<file path="src/rtl/gpm_pkg.sv">
`timescale 1ns / 1ps
package gpm_pkg;

   localparam int MAX_PATTERN = 32;
   // One position per stored byte plus the end-of-pattern position
   localparam int NPOS = MAX_PATTERN + 1;

   typedef logic [7:0] char_type;

   localparam char_type SLASH_CODE = 8'd47;
   localparam char_type STAR_CODE  = 8'd42;
   localparam char_type QMARK_CODE = 8'd63;

   localparam logic FUNC_PATTERN = 1'b0;
   localparam logic FUNC_PATH    = 1'b1;

   // Broadcast controls for the matcher row
   typedef struct packed {
      logic     load;        // pattern item accepted
      logic     restart;     // pattern item starts a new pattern
      logic     path;        // path item accepted
      logic     clear;       // active set returns to the start position
      logic     slash_char;  // current path byte is a separator
      logic     in_comp;     // within a path component
      char_type char_code;
   } ctl_type;

   // Matcher row, left to right
   typedef struct packed {
      logic head;     // only set at the left edge of the row
      logic vld;      // left neighbor holds a pattern byte
      logic slash;    // left neighbor is a separator (set at the left edge)
      logic zs;       // boundary closure through a separator
      logic zg;       // boundary closure through a globstar, one cell on
      logic zg_prev;  // same, forwarded from two cells back
      logic ys;       // star closure
      logic yl;       // literal or single wildcard consumed
   } fwd_type;

   // Matcher row, right to left
   typedef struct packed {
      logic star;
      logic bnd;
      logic bnd_next;
      logic y;
      logic y_next;
   } bwd_type;

   // Per-position snapshot for end-of-path evaluation
   typedef struct packed {
      logic act;
      logic vld;
      logic slash;
      logic star;
      logic gs;
   } snap_type;

   typedef struct packed {
      logic ys;
      logic zs;
      logic zg;
      logic zg_prev;
   } fin_fwd_type;

   typedef struct packed {
      logic y;
      logic y_next;
   } fin_bwd_type;

endpackage

</file>
<file path="src/rtl/gpm_cell.sv">
`timescale 1ns / 1ps
module gpm_cell
   import gpm_pkg::*;
(
   input  logic     clock,
   input  logic     reset,
   input  ctl_type  ctl_i,
   input  fwd_type  fwd_i,
   output fwd_type  fwd_o,
   input  bwd_type  bwd_i,
   output bwd_type  bwd_o,
   output snap_type snap_o,
   output logic     cur_o
);

   char_type char_ff, char_in;
   logic     valid_ff, valid_in;
   logic     act_ff, act_in;
   logic     own_vld, wr;
   logic     is_slash, is_star, is_bnd, gs, lit;
   logic     z, y, n, k, upd;

   always_comb begin
      own_vld  = valid_ff & ~ctl_i.restart;
      wr       = ctl_i.load & fwd_i.vld & ~own_vld;
      valid_in = ctl_i.load ? (own_vld | wr) : valid_ff;
      char_in  = wr ? ctl_i.char_code : char_ff;

      is_slash = valid_ff & (char_ff == SLASH_CODE);
      is_star  = valid_ff & (char_ff == STAR_CODE);
      is_bnd   = ~valid_ff | (char_ff == SLASH_CODE);
      gs       = is_star & bwd_i.star & bwd_i.bnd_next & fwd_i.slash;
      lit      = valid_ff & (char_ff != SLASH_CODE) & (char_ff != STAR_CODE)
                 & ((char_ff == QMARK_CODE) | (char_ff == ctl_i.char_code));

      // boundary closure only when a new component starts
      z   = act_ff | (~ctl_i.in_comp & (fwd_i.zs | fwd_i.zg_prev));
      y   = z | fwd_i.ys;
      n   = (y & is_star) | fwd_i.yl;
      k   = (y & is_bnd) | (gs & bwd_i.y_next);
      upd = ctl_i.slash_char ? (ctl_i.in_comp ? k : act_ff) : n;

      act_in = ctl_i.clear ? fwd_i.head : (ctl_i.path ? upd : act_ff);
   end

   always_comb begin
      fwd_o.head    = 1'b0;
      fwd_o.vld     = own_vld;
      fwd_o.slash   = is_slash;
      fwd_o.zs      = z & is_slash;
      fwd_o.zg      = z & gs;
      fwd_o.zg_prev = fwd_i.zg;
      fwd_o.ys      = y & is_star;
      fwd_o.yl      = y & lit;

      bwd_o.star     = is_star;
      bwd_o.bnd      = is_bnd;
      bwd_o.bnd_next = bwd_i.bnd;
      bwd_o.y        = y;
      bwd_o.y_next   = bwd_i.y;

      snap_o.act   = upd;
      snap_o.vld   = valid_ff;
      snap_o.slash = is_slash;
      snap_o.star  = is_star;
      snap_o.gs    = gs;
      cur_o        = act_ff;
   end

   always_ff @(posedge clock) begin
      if (reset) begin
         valid_ff <= 1'b0;
         act_ff   <= fwd_i.head;
      end else begin
         valid_ff <= valid_in;
         act_ff   <= act_in;
      end
   end

   always_ff @(posedge clock) begin
      char_ff <= char_in;
   end

endmodule

</file>
<file path="src/rtl/gpm_fin_cell.sv">
`timescale 1ns / 1ps
module gpm_fin_cell
   import gpm_pkg::*;
(
   input  logic        clock,
   input  logic        cap,
   input  logic        in_comp,
   input  snap_type    snap_i,
   input  fin_fwd_type fwd_i,
   output fin_fwd_type fwd_o,
   input  fin_bwd_type bwd_i,
   output fin_bwd_type bwd_o,
   output logic        hit_o
);

   snap_type s_ff, s_in;
   logic     y, bnd, k, z;

   always_comb begin
      s_in = cap ? snap_i : s_ff;
      // close the open component first, then skip separators and empty globstars
      y   = s_ff.act | (in_comp & fwd_i.ys);
      bnd = ~s_ff.vld | s_ff.slash;
      k   = in_comp ? ((y & bnd) | (s_ff.gs & bwd_i.y_next)) : s_ff.act;
      z   = k | fwd_i.zs | fwd_i.zg_prev;

      fwd_o.ys      = y & s_ff.star;
      fwd_o.zs      = z & s_ff.slash;
      fwd_o.zg      = z & s_ff.gs;
      fwd_o.zg_prev = fwd_i.zg;
      bwd_o.y       = y;
      bwd_o.y_next  = bwd_i.y;
      hit_o         = z & ~s_ff.vld;
   end

   always_ff @(posedge clock) begin
      s_ff <= s_in;
   end

endmodule

</file>
<file path="src/rtl/glob_path_matcher.sv">
`timescale 1ns / 1ps
// Each verdict passes the evaluation row, then the output register that drives rsp.
// Throughput: one item per cycle while req_stall is low; the active set of all
// pattern positions advances by a ripple along the row of MAX_PATTERN + 1 matcher cells.
// Two result slots (evaluation row, output register) absorb backpressure.
// Reset (synchronous): empty pattern, overflow clear, active set at the start position;
// pattern bytes are undefined until loaded again.
module glob_path_matcher
   import gpm_pkg::*;
(
   input  logic     clock,
   input  logic     reset,
   input  logic     req_valid,
   output logic     req_stall,
   input  logic     req_func,
   input  char_type req_char_code,
   input  logic     req_last,
   output logic     rsp_valid,
   input  logic     rsp_stall,
   output logic     rsp_matched,
   output logic     rsp_pattern_overflow
);

   // Request side control
   logic    req_acc, load, path, capture, slash_char, full;
   ctl_type ctl;

   logic loading_done_ff, loading_done_in;
   logic ovf_ff, ovf_in;
   logic inside_ff, inside_in;

   // Evaluation slot
   logic fin_vld_ff, fin_vld_in;
   logic fin_inside_ff, fin_inside_in;
   logic fin_ovf_ff, fin_ovf_in;
   logic fin_move, fin_free, out_free, hit;

   // Output register
   logic rsp_valid_ff, rsp_valid_in;
   logic rsp_matched_ff, rsp_matched_in;
   logic rsp_ovf_ff, rsp_ovf_in;

   // Cell rows
   fwd_type     fwd [NPOS+1];
   bwd_type     bwd [NPOS+1];
   snap_type    snap [NPOS];
   fin_fwd_type ffwd [NPOS+1];
   fin_bwd_type fbwd [NPOS+1];
   logic [NPOS-1:0] cur_vec, vld_vec, hit_vec;

   // Edge ties: position 0 is the start and counts as following a separator;
   // past the end nothing is a star and everything is a component end.
   always_comb begin
      fwd[0]         = '0;
      fwd[0].head    = 1'b1;
      fwd[0].vld     = 1'b1;
      fwd[0].slash   = 1'b1;
      bwd[NPOS]      = '0;
      bwd[NPOS].bnd      = 1'b1;
      bwd[NPOS].bnd_next = 1'b1;
      ffwd[0]        = '0;
      fbwd[NPOS]     = '0;
   end

   // Hold the whole request side when both result slots are taken
   always_comb begin
      out_free   = ~rsp_valid_ff | ~rsp_stall;
      fin_move   = fin_vld_ff & out_free;
      fin_free   = ~fin_vld_ff | out_free;
      req_stall  = ~fin_free;
      req_acc    = req_valid & ~req_stall;
      load       = req_acc & (req_func == FUNC_PATTERN);
      path       = req_acc & (req_func == FUNC_PATH);
      capture    = path & req_last;
      slash_char = (req_char_code == SLASH_CODE);
      // Last storage cell already taken: this byte marks the pattern as overflowed
      full       = fwd[MAX_PATTERN].vld;

      ctl.load       = load;
      ctl.restart    = load & loading_done_ff;
      ctl.path       = path;
      ctl.clear      = load | capture;
      ctl.slash_char = slash_char;
      ctl.in_comp    = inside_ff;
      ctl.char_code  = req_char_code;
   end

   always_comb begin
      loading_done_in = load ? req_last : loading_done_ff;
      ovf_in          = load ? ((ovf_ff & ~loading_done_ff) | full) : ovf_ff;
      // Pattern items and finished paths drop the component state; a separator ends it
      if (load) begin
         inside_in = 1'b0;
      end else if (path) begin
         inside_in = ~req_last & ~slash_char;
      end else begin
         inside_in = inside_ff;
      end

      fin_vld_in    = capture | (fin_vld_ff & ~fin_move);
      fin_inside_in = capture ? ~slash_char : fin_inside_ff;
      fin_ovf_in    = capture ? ovf_ff : fin_ovf_ff;

      hit            = |hit_vec;
      rsp_valid_in   = fin_move | (rsp_valid_ff & rsp_stall);
      rsp_matched_in = fin_move ? (hit & ~fin_ovf_ff) : rsp_matched_ff;
      rsp_ovf_in     = fin_move ? fin_ovf_ff : rsp_ovf_ff;
   end

   // Matcher row: pattern store and active set, one cell per position
   // Evaluation row: snapshot at the last path byte, closes the final component
   for (genvar g = 0; g < NPOS; g++) begin : g_pos
      gpm_cell u_cell (
         .clock  (clock),
         .reset  (reset),
         .ctl_i  (ctl),
         .fwd_i  (fwd[g]),
         .fwd_o  (fwd[g+1]),
         .bwd_i  (bwd[g+1]),
         .bwd_o  (bwd[g]),
         .snap_o (snap[g]),
         .cur_o  (cur_vec[g])
      );

      gpm_fin_cell u_fin (
         .clock   (clock),
         .cap     (capture),
         .in_comp (fin_inside_ff),
         .snap_i  (snap[g]),
         .fwd_i   (ffwd[g]),
         .fwd_o   (ffwd[g+1]),
         .bwd_i   (fbwd[g+1]),
         .bwd_o   (fbwd[g]),
         .hit_o   (hit_vec[g])
      );

      assign vld_vec[g] = snap[g].vld;
   end

   always_ff @(posedge clock) begin
      if (reset) begin
         loading_done_ff <= 1'b1;
         ovf_ff          <= 1'b0;
         inside_ff       <= 1'b0;
         fin_vld_ff      <= 1'b0;
         rsp_valid_ff    <= 1'b0;
      end else begin
         loading_done_ff <= loading_done_in;
         ovf_ff          <= ovf_in;
         inside_ff       <= inside_in;
         fin_vld_ff      <= fin_vld_in;
         rsp_valid_ff    <= rsp_valid_in;
      end
   end

   always_ff @(posedge clock) begin
      fin_inside_ff  <= fin_inside_in;
      fin_ovf_ff     <= fin_ovf_in;
      rsp_matched_ff <= rsp_matched_in;
      rsp_ovf_ff     <= rsp_ovf_in;
   end

   assign rsp_valid            = rsp_valid_ff;
   assign rsp_matched          = rsp_matched_ff;
   assign rsp_pattern_overflow = rsp_ovf_ff;

   // Stored bytes always form a prefix of the row
   a_store_prefix: assert property (@(posedge clock) disable iff (reset)
      (NPOS'(vld_vec + NPOS'(1)) & vld_vec) == '0)
      else $error("pattern store is not a prefix");

   // At most one live position lies at or past the pattern end
   a_end_single: assert property (@(posedge clock) disable iff (reset)
      $onehot0(cur_vec & ~vld_vec))
      else $error("live position past the pattern end");

   // A pattern item leaves the path outside any component
   a_load_clears: assert property (@(posedge clock) disable iff (reset)
      load |=> !inside_ff)
      else $error("component state kept across a pattern item");

   // A finished path always lands in the evaluation slot
   a_capture: assert property (@(posedge clock) disable iff (reset)
      capture |=> fin_vld_ff)
      else $error("finished path lost");

endmodule

</file>
<file path="config.mk">
export PLATFORM = sky130hd
export DESIGN_NAME = glob_path_matcher
export DESIGN_NICKNAME = d
export VERILOG_FILES = /design/src/rtl/gpm_pkg.sv /design/src/rtl/gpm_cell.sv /design/src/rtl/gpm_fin_cell.sv /design/src/rtl/glob_path_matcher.sv
export SDC_FILE = /design/constraint.sdc
export NUM_CORES = 1
export LEC_CHECK = 0
export ABC_CLOCK_PERIOD_IN_PS = 15500
export BUFFER_PORTS_ARGS = -buffer_cell sky130_fd_sc_hd__clkbuf_2
export CAP_MARGIN = 5
export CORE_ASPECT_RATIO = 1.25
export CORE_UTILIZATION = 55
export CTS_CLUSTER_DIAMETER = 60
export DETAILED_ROUTE_END_ITERATION = 10
export HOLD_SLACK_MARGIN = 0.02
export PLACE_DENSITY = 0.71
export SYNTH_ARGS = -nofsm -noshare
export SYNTH_HDL_FRONTEND = slang
export SYNTH_SLANG_ARGS = --single-unit
</file>
<file path="constraint.sdc">
create_clock -name clock -period 15.5 [get_ports clock]
set_clock_uncertainty 0.15 [all_clocks]
set_input_delay 1.55 -clock clock [delete_from_list [all_inputs] [get_ports clock]]
set_output_delay 1.55 -clock clock [all_outputs]
set_load 0.03 [all_outputs]
</file>
==> results.json, run 1 <==
{
  "worst_slew_pin_slew_ns": 1.18,
  "cts_max_level": 2,
  "p_leak_nw": 9.89,
  "setup_viol": 0,
  "drv_cap": 0,
  "synthArstFlopShare": 0,
  "yosysTopAreaCell": "edfxtp_1",
  "synth-simple-area-share": 0.181,
  "cts_resized": 0,
  "clockBufferDepth": 3,
  "crit_type": "flop to flop",
  "gp_congestion": 0.981,
  "dp_slack_ns": 7.65,
  "fp.dieW_um": 202,
  "worstSkewPairLatency_ns": 0.60,
  "coreArea_um2": 49400,
  "nets": 2704,
  "required_ns": 15.67,
  "worstSetupStartpointType": "flop",
  "initial_core_util": 0.559,
  "nFillCells": 4021,
  "synth_top_family_by_area": "compound AO/OA/AOI/OAI gates",
  "postCtsHoldBufs": 0,
  "synthMuxAreaShare": 0.00254,
  "cp_slowest_stage_delay_ns": 0.69,
  "finalCritPeriodShare": 0.523,
  "finalWirelength_mm": 76.0,
  "seq_area_frac_synth": 0.518,
  "cts_sinks": 500,
  "synth_top_area_frac": 0.467,
  "hold_class": "flop to flop",
  "grt_max_degree": 97,
  "synth-edff-count": 429,
  "overflow": 0,
  "synth-compound-area-share": 0.183,
  "synth_ff_type": "edfxtp_1",
  "vias_per_cell": 6.53,
  "maxSlewHeadroom": 0.206,
  "grtUsageTotal": 0.296,
  "cts.clk_slew.worst_paths_ns": 0.06,
  "cp_slowest_cell": "dfxtp_4",
  "antenna_found_initial": 0,
  "cp.arrival_ns": 8.28,
  "setup_tns_ns": 0,
  "wire_per_inst_um": 22.5,
  "synth_cell_types": 110,
  "setup_ws_ns": 7.39,
  "worstSetupEndpointType": "flop",
  "synth_area_um2": 27600,
  "fin_crit_ns": 8.11,
  "drc": 0,
  "avgSynthCellArea_um2": 10.2,
  "syn-num-nets": 2715,
  "ys_ff_latch": 500,
  "synth-xor-area-share": 0.0835,
  "dr_total_vias": 22100,
  "grt_first_pass_wirelength_mm": 119,
  "syn_inst": 2701,
  "cts_tree": "built",
  "maxSlewViolCount": 0,
  "fmax_mhz": 123,
  "regArea_um2": 14300,
  "drive_gt1_frac": 0.0772,
  "r2r.worst_path.cells": 24,
  "ant_nets": 0,
  "antenna_cells": 0,
  "port-buffer-count": 17,
  "dpl.hpwl_mm": 52.6,
  "fp.dieArea_um2": 51100,
  "cts_setup_buffers": 0,
  "cp_cell_sequence": "buf_4 > nand2b_1 > nor4_4 > a31oi_4 > o221ai_2 > a211oi_2 > o31ai_1 > nor3_2 > nand4_1 > o211ai_2 > o211ai_4 > o41ai_2 > o221ai_1 > a21oi_1 > a31oi_1 > a221oi_1 > a211oi_1 > o31ai_1 > nand2_2 > a211oi_2 > a2bb2oi_4 > o21ai_0 > o211ai_1 > a31oi_1",
  "reg2reg_slack_ns": 7.39,
  "rows": 91,
  "cp_max_fo": 48,
  "num_io_pins": 18,
  "rsz0062_at_grt": "false",
  "first_iter_violations": 2052,
  "grt_pass1_vias": 21900,
  "power_density_nw_per_um2": 94.7,
  "synth_common_cells": "429 x edfxtp_1, 276 x nand2_1, 224 x nor2_1, 187 x xor2_1, 181 x a21oi_1",
  "ir_drop_uv": 153,
  "ys_warn_count": 0,
  "cts_made_buffers": 51,
  "area.growth.synth_to_final_pct": 8.58,
  "synthTopCellsByArea": "edfxtp_1 47%, xor2_1 5.9%, dfxtp_1 5.1%",
  "multi_input_area_um2": 12400,
  "drt_pre_antenna_iters": 6,
  "hold_viol": 0,
  "die_h_um": 252,
  "synth_fa_ha_area_frac": 0,
  "status": "finished clean",
  "root_buffer": "clkbuf_16",
  "yosysMostFrequentCell": "edfxtp_1",
  "hold_depth": 0
}
==> area by class of cell <==
type                    instances  area share
multi-input cells            1974       0.415
repair buffers                 46      0.0107
inverters                     117      0.0148
clock buffers                  70      0.0481
well taps                     651      0.0272
flip-flops and latches        500       0.477
clock inverters                25     0.00701
==> final timing paths <==
path,from,end
worst max register to register,inside_ff,g_pos[30].u_fin.s_ff[4]
worst min-delay path,ovf_ff,fin_ovf_ff
worst max-delay path,inside_ff,g_pos[30].u_fin.s_ff[4]
worst min register to register,ovf_ff,fin_ovf_ff
==> metal layers <==
layer | vias to the layer above | global-route usage | routed length, um
met2 | 919 | 0.520 | 38100
li1 | 10200 | - | -
met5 | - | 0 | 0
met4 | 0 | 0.147 | 3720
met3 | 237 | 0.0422 | 4750
met1 | 10700 | 0.355 | 29500
==> report_power, final <==
| part | total, mW | switching [mW] | internal [mW] |
|---|---|---|---|
| Clock | 1.22 | 0.522 | 0.700 |
| Sequential | 1.48 | 0.0123 | 1.47 |
| Combinational | 0.139 | 0.0990 | 0.0395 |
| Total | 2.84 | 0.633 | 2.21 |
==> registers in the layout (all words and copies together), names as in the netlist <==
signal	cells
fin_inside_ff	1
g_pos.u_cell.cur_o	33
fin_vld_ff	1
fin_ovf_ff	1
rsp_pattern_overflow	1
rsp_valid	1
g_pos.u_cell.char_ff	264
inside_ff	1
ovf_ff	1
g_pos.u_fin.s_ff	161
rsp_matched	1
g_pos.u_cell.valid_ff	33
loading_done_ff	1
==> cells by family (layout without fill, tap and decap cells) <==
kind of cell / Yosys count / after routing
AO/OA/AOI/OAI: 718 / 718
XOR/XNOR: 263 / 263
buffers and inverters: 227 / 258
flip-flops: 500 / 500
multiplexers: 7 / 7
AND/OR/NAND/NOR: 986 / 986
==> worst max-delay path: cells and delay by family, from the launching register on <==
kind / cells / cell delay, ns
buffers and inverters: 1 / 0.57
and+or+nand+nor: 5 / 1.07
DFF: 1 / 0.69
AOI/OAI and AO/OA: 18 / 5.22
==> through the flow <==
step / instances / hold slack, ns / instance area, um^2 / power [mW] / utilization
6_report: 3383 / 0.287 / 30000 / 2.84 / 0.606
5_1_grt: 3383 / 0.296 / 30000 / 2.91 / 0.606
4_1_cts: 3382 / 0.285 / 30000 / 2.85 / 0.606
3_5_place_dp: 3287 / 0.270 / 28300 / 1.64 / 0.573
3_3_place_gp: 3287 / 0.267 / 28300 / 1.64 / 0.573
2_1_floorplan: 2701 / 0.253 / 27600 / 1.59 / -
==> cells in the final DEF (no fill, tap or decap), types with 24 or more instances in the layout <==
cell type  synthesis  routed
xnor2_1           76      76
buf_4              1      36
nor4_1            58      57
nor3_1            69      69
nand4_1           70      70
nor3b_1           29      29
dfxtp_1           71      70
a21oi_1          181     181
o211ai_1          24      24
a31oi_1           52      52
inv_1            115     113
o22ai_1           24      24
nand3_1           70      70
xor2_1           187     187
clkbuf_16          0      53
nand2_1          276     276
o31ai_1           34      34
nor2_1           224     223
nand2b_1          39      39
a21o_1            29      29
edfxtp_1         429     429
o21ai_0          121     121
Note: power is estimated with default switching activity, not from simulation.
==> run 2: changes to the inputs <==
Settings changed: ABC_CLOCK_PERIOD_IN_PS 15500 to 7700.
Clock period 15.5 ns to 7.7 ns, I/O delays scaled along.
==> results.json, run 2 (same netlist as run 1, synthesis figures left out) <==
{
  "wire_per_inst_um": 22.5,
  "antenna_cells": 0,
  "worstSetupEndpointType": "flop",
  "crit_type": "flop to flop",
  "ir_drop_uv": 196,
  "hold_viol": 0,
  "area.growth.synth_to_final_pct": 9.95,
  "worst_slew_pin_slew_ns": 1.24,
  "fmax_mhz": 138,
  "final_common_cell": "edfxtp_1",
  "top_register": "g_pos.u_cell.char_ff",
  "grt_pass1_vias": 21800,
  "port-buffer-count": 17,
  "required_ns": 8.01,
  "hold_depth": 3,
  "p_leak_nw": 10.1,
  "dr_total_vias": 22200,
  "timing.rr.end": "g_pos[29].u_fin.s_ff[4]",
  "nFillCells": 3936,
  "cts.clk_slew.worst_paths_ns": 0.06,
  "largest_reg_flops": 264,
  "reg_top3": "g_pos.u_cell.char_ff (264), g_pos.u_fin.s_ff (161)",
  "drc": 0,
  "gp_congestion": 1.00,
  "antenna_found_initial": 0,
  "cp_slowest_stage_delay_ns": 0.72,
  "cp-startpoint": "g_pos[0].u_cell.char_ff[4]",
  "reg2reg_slack_ns": 0.46,
  "first_iter_violations": 1911,
  "fp.dieArea_um2": 51100,
  "cts_tree": "built",
  "dpl.hpwl_mm": 53.2,
  "cp_slowest_cell": "or4b_1",
  "initial_core_util": 0.559,
  "ant_nets": 0,
  "cp.arrival_ns": 7.55,
  "cts_made_buffers": 50,
  "setup_tns_ns": 0,
  "drv_cap": 0,
  "vias_per_cell": 6.51,
  "setup_viol": 0,
  "finalCritPeriodShare": 0.940,
  "fin_crit_ns": 7.24,
  "maxSlewViolCount": 0,
  "r2r.worst_path.cells": 24,
  "rows": 91,
  "grtUsageTotal": 0.296,
  "placed_cell_area_um2": 28500,
  "postCtsHoldBufs": 0,
  "crit_top_cell": "a31oi_1",
  "cp_max_fo": 7,
  "coreArea_um2": 49400,
  "r2r-start": "g_pos[0].u_cell.char_ff[4]",
  "hold_class": "primary input to flop",
  "finalWirelength_mm": 76.7,
  "drive_gt1_frac": 0.0916,
  "power_density_nw_per_um2": 192,
  "root_buffer": "clkbuf_16",
  "rsz0062_at_grt": "true",
  "setup_ws_ns": 0.463,
  "worstSetupStartpointType": "flop",
  "cts_max_level": 2,
  "worstSkewPairLatency_ns": 0.61,
  "setup.worst_path.end": "g_pos[29].u_fin.s_ff[4]",
  "cp_cell_sequence": "or4b_1 > o41ai_2 > nand2_1 > a31oi_2 > a31oi_4 > a211oi_1 > a31oi_1 > a21oi_2 > a31oi_1 > o211ai_4 > o21ai_2 > a311oi_2 > o21ai_2 > a31oi_1 > a221oi_1 > buf_4 > a211oi_1 > o31ai_1 > nand2_2 > a211oi_2 > o31a_1 > a2111oi_2 > o22a_1 > o31a_1",
  "multi_input_area_um2": 12500,
  "grt_first_pass_wirelength_mm": 119,
  "clockBufferDepth": 3,
  "status": "finished clean",
  "grt_max_degree": 86,
  "final_cell_mix": "429 x edfxtp_1, 276 x nand2_1, 223 x nor2_1",
  "nets": 2735,
  "num_io_pins": 18,
  "drt_pre_antenna_iters": 6,
  "cts_sinks": 500,
  "regArea_um2": 14300,
  "fp.dieW_um": 202,
  "die_h_um": 252,
  "final_cell_area_um2": 30300,
  "dp_slack_ns": 0.189,
  "overflow": 0,
  "p_total_mw": 5.83,
  "maxSlewHeadroom": 0.170
}
-- run 2: layer usage --
layer	part of all wire	vias to the layer above	global-route usage	routed length, um
met2	0.51	871	0.524	38900
li1	-	10200	-	-
met3	0.060	241	0.0423	4600
met5	0	-	0	0
met1	0.39	10900	0.356	30000
met4	0.042	0	0.133	3190
-- run 2: report_power, final --
| group | total [mW] | switching, mW | internal [mW] |
|---|---|---|---|
| Combinational | 0.286 | 0.202 | 0.0832 |
| Clock | 2.57 | 1.04 | 1.52 |
| Sequential | 2.97 | 0.0216 | 2.95 |
| Total | 5.83 | 1.27 | 4.56 |
-- run 2: area by class of cell --
type / count / area share
inverter: 117 / 0.0146
sequential: 500 / 0.471
clock buffer: 61 / 0.0460
tap: 651 / 0.0268
timing repair buffer: 78 / 0.0185
multi-input combinational: 1974 / 0.411
clock inverter: 32 / 0.0116
-- run 2: metrics by stage --
stage / hold slack (ns) / utilization / instances
6_report: 0.289 / 0.614 / 3413
5_1_grt: 0.281 / 0.614 / 3413
4_1_cts: 0.264 / 0.612 / 3406
3_5_place_dp: 0.281 / 0.577 / 3313
3_3_place_gp: 0.266 / 0.577 / 3313
2_1_floorplan: 0.253 / - / 2701
-- run 2: worst max-delay path, delay by kind of cell (launching register included) --
kind	cells	cell delay, ns
compound gates	20	5.29
buf+inv	1	0.18
flops	1	0.42
simple gates	3	1.03
-- run 2: timing repair --
action	4_1_cts	5_1_grt
resized for setup	0	6
endpoints found under the hold margin	0	0
setup endpoints to repair	0	3
buffers inserted	0	6
-- run 2: worst min-delay path by stage --
stage	startpoint	to
4_1_cts	rsp_stall	rsp_valid
2_1_floorplan	g_pos[21].u_cell.valid_ff	g_pos[21].u_fin.s_ff[3]
3_5_place_dp	ovf_ff	fin_ovf_ff
6_report	rsp_stall	rsp_valid
3_3_place_gp	ovf_ff	fin_ovf_ff
5_1_grt	rsp_stall	rsp_valid
==> run 3: changes to the inputs <==
Settings changed: CORE_MARGIN set to 2, CTS_BUF_LIST set to sky130_fd_sc_hd__clkbuf_4.
==> results.json, run 3 (same netlist as run 1, synthesis figures left out) <==
{
  "fin_cells": 3557,
  "maxSlewHeadroom": 0.166,
  "drv_cap": 0,
  "drt_pre_antenna_iters": 8,
  "die_h_um": 254,
  "rows": 91,
  "placedCellCount": 3308,
  "port-buffer-count": 17,
  "regArea_um2": 14300,
  "overflow": 0,
  "ir_drop_uv": 122,
  "worstSetupEndpointType": "flop",
  "cts_tree": "built",
  "num_io_pins": 18,
  "maxSlewViolCount": 0,
  "status": "finished clean",
  "worst_slew_pin_slew_ns": 1.24,
  "fp.dieW_um": 204,
  "drive_gt1_frac": 0.131,
  "top_register": "g_pos.u_cell.char_ff",
  "finalWirelength_mm": 78.3,
  "final_cell_area_um2": 30300,
  "coreArea_um2": 49400,
  "cts.clk_slew.worst_paths_ns": 0.07,
  "area.growth.synth_to_final_pct": 9.85,
  "cts_max_level": 4,
  "multi_input_area_um2": 12500,
  "hold_class": "primary input to flop",
  "final_cell_mix": "429 x edfxtp_1, 276 x nand2_1, 223 x nor2_1",
  "grtUsageTotal": 0.301,
  "fmax_mhz": 138,
  "power_density_nw_per_um2": 185,
  "cts_sinks": 500,
  "dpl.hpwl_mm": 54.3,
  "setup_tns_ns": 0,
  "drc": 0,
  "fin_crit_ns": 7.27,
  "path_buf_inv": 1,
  "cp_cell_sequence": "or3b_1 > or3_1 > inv_2 > a31oi_1 > o221ai_2 > a211oi_2 > o31ai_1 > nor3_2 > nand4_1 > o211ai_2 > o211ai_4 > o41ai_2 > o221ai_1 > a21oi_1 > a31oi_2 > a221oi_1 > nand2_1 > a32o_1 > a2111o_1 > a31o_2 > a2bb2oi_4 > o21ai_0 > o211ai_1 > a31oi_1",
  "initial_core_util": 0.559,
  "required_ns": 8.17,
  "antenna_found_initial": 1,
  "finalCritPeriodShare": 0.944,
  "wire_per_inst_um": 22.0,
  "setup_viol": 0,
  "cpLargestDelayFamily": "compound AO/OA/AOI/OAI gates",
  "hold_viol": 0,
  "cp.arrival_ns": 7.74,
  "crit_type": "flop to flop",
  "root_buffer": "clkbuf_4",
  "nets": 2815,
  "p_leak_nw": 10.3,
  "p_total_mw": 5.61,
  "grt_first_pass_wirelength_mm": 122,
  "final_common_cell": "edfxtp_1",
  "cp_max_fo": 8,
  "grt_max_degree": 92,
  "nFillCells": 4066,
  "cts_made_buffers": 132,
  "largest_reg_flops": 264,
  "reg_top3": "g_pos.u_cell.char_ff (264), g_pos.u_fin.s_ff (161)",
  "whs_ns": 0.198,
  "fp.dieArea_um2": 52000,
  "gp_congestion": 0.993,
  "first_iter_violations": 1875,
  "placed_cell_area_um2": 28500,
  "vias_per_cell": 6.40,
  "cp_slowest_cell": "o41ai_2",
  "worstSetupStartpointType": "flop",
  "cp_slowest_stage_delay_ns": 0.53,
  "worstSkewPairLatency_ns": 0.91,
  "dr_total_vias": 22800,
  "clockBufferDepth": 3,
  "crit_top_cell": "a31oi_1",
  "grt_pass1_vias": 22800,
  "ant_nets": 0
}
## run 3: final cells by class
class	count	area share
diodes	1	0.0000825
clock buffers	193	0.0478
clock inverters	45	0.00858
inverters	117	0.0147
multi-input cells	1974	0.412
flip-flops and latches	500	0.472
well taps	651	0.0269
repair buffers	76	0.0183
## run 3: per-stage QoR
step	util	setup WS, ns
global route	0.614	-0.0166
detailed placement	0.576	0.151
floorplan	-	1.52
global placement	0.576	0.304
finish	0.614	0.428
CTS	0.612	0.135
## run 3: worst paths after layout
path | startpoint | cells after the start | slack [ns] | to
setup / recovery | g_pos[2].u_cell.char_ff[5] | 24 | 0.43 | g_pos[30].u_fin.s_ff[4]
hold / removal | req_func | 2 | 0.20 | g_pos[0].u_cell.char_ff[2]
hold reg to reg | ovf_ff | 0 | 0.29 | fin_ovf_ff
setup reg to reg | g_pos[2].u_cell.char_ff[5] | 24 | 0.43 | g_pos[30].u_fin.s_ff[4]
## run 3: power breakdown
part / internal, mW / switching (mW)
clock: 1.26 / 1.09
sequential: 2.95 / 0.0221
combinational: 0.0839 / 0.207
## run 3: routing by layer
layer  GRT usage  routed length, um  vias to the layer above
met3      0.0523               5050                      261
met1       0.351              30200                    11000
met2       0.527              39500                      988
li1            -                  -                    10500
met4       0.163               3490                        0
met5           0                  0                        -
## run 3: repair_timing
| item | CTS | global route |
|---|---|---|
| gates resized for setup | 0 | 8 |
| hold endpoints to repair | 5 | 0 |
| setup endpoints to repair | 0 | 8 |
| setup buffers | 0 | 5 |
| hold buffers | 4 | 0 |
## run 3: worst register-to-register path, stage by stage (launching register included)
cell,delay [ns]
edfxtp_1,0.39
or3b_1,0.27
or3_1,0.24
inv_2,0.08
a31oi_1,0.24
o221ai_2,0.20
a211oi_2,0.45
o31ai_1,0.15
nor3_2,0.25
nand4_1,0.36
o211ai_2,0.35
o211ai_4,0.17
o41ai_2,0.53
o221ai_1,0.30
a21oi_1,0.33
a31oi_2,0.20
a221oi_1,0.49
nand2_1,0.21
a32o_1,0.26
a2111o_1,0.40
a31o_2,0.29
a2bb2oi_4,0.26
o21ai_0,0.17
o211ai_1,0.18
a31oi_1,0.10
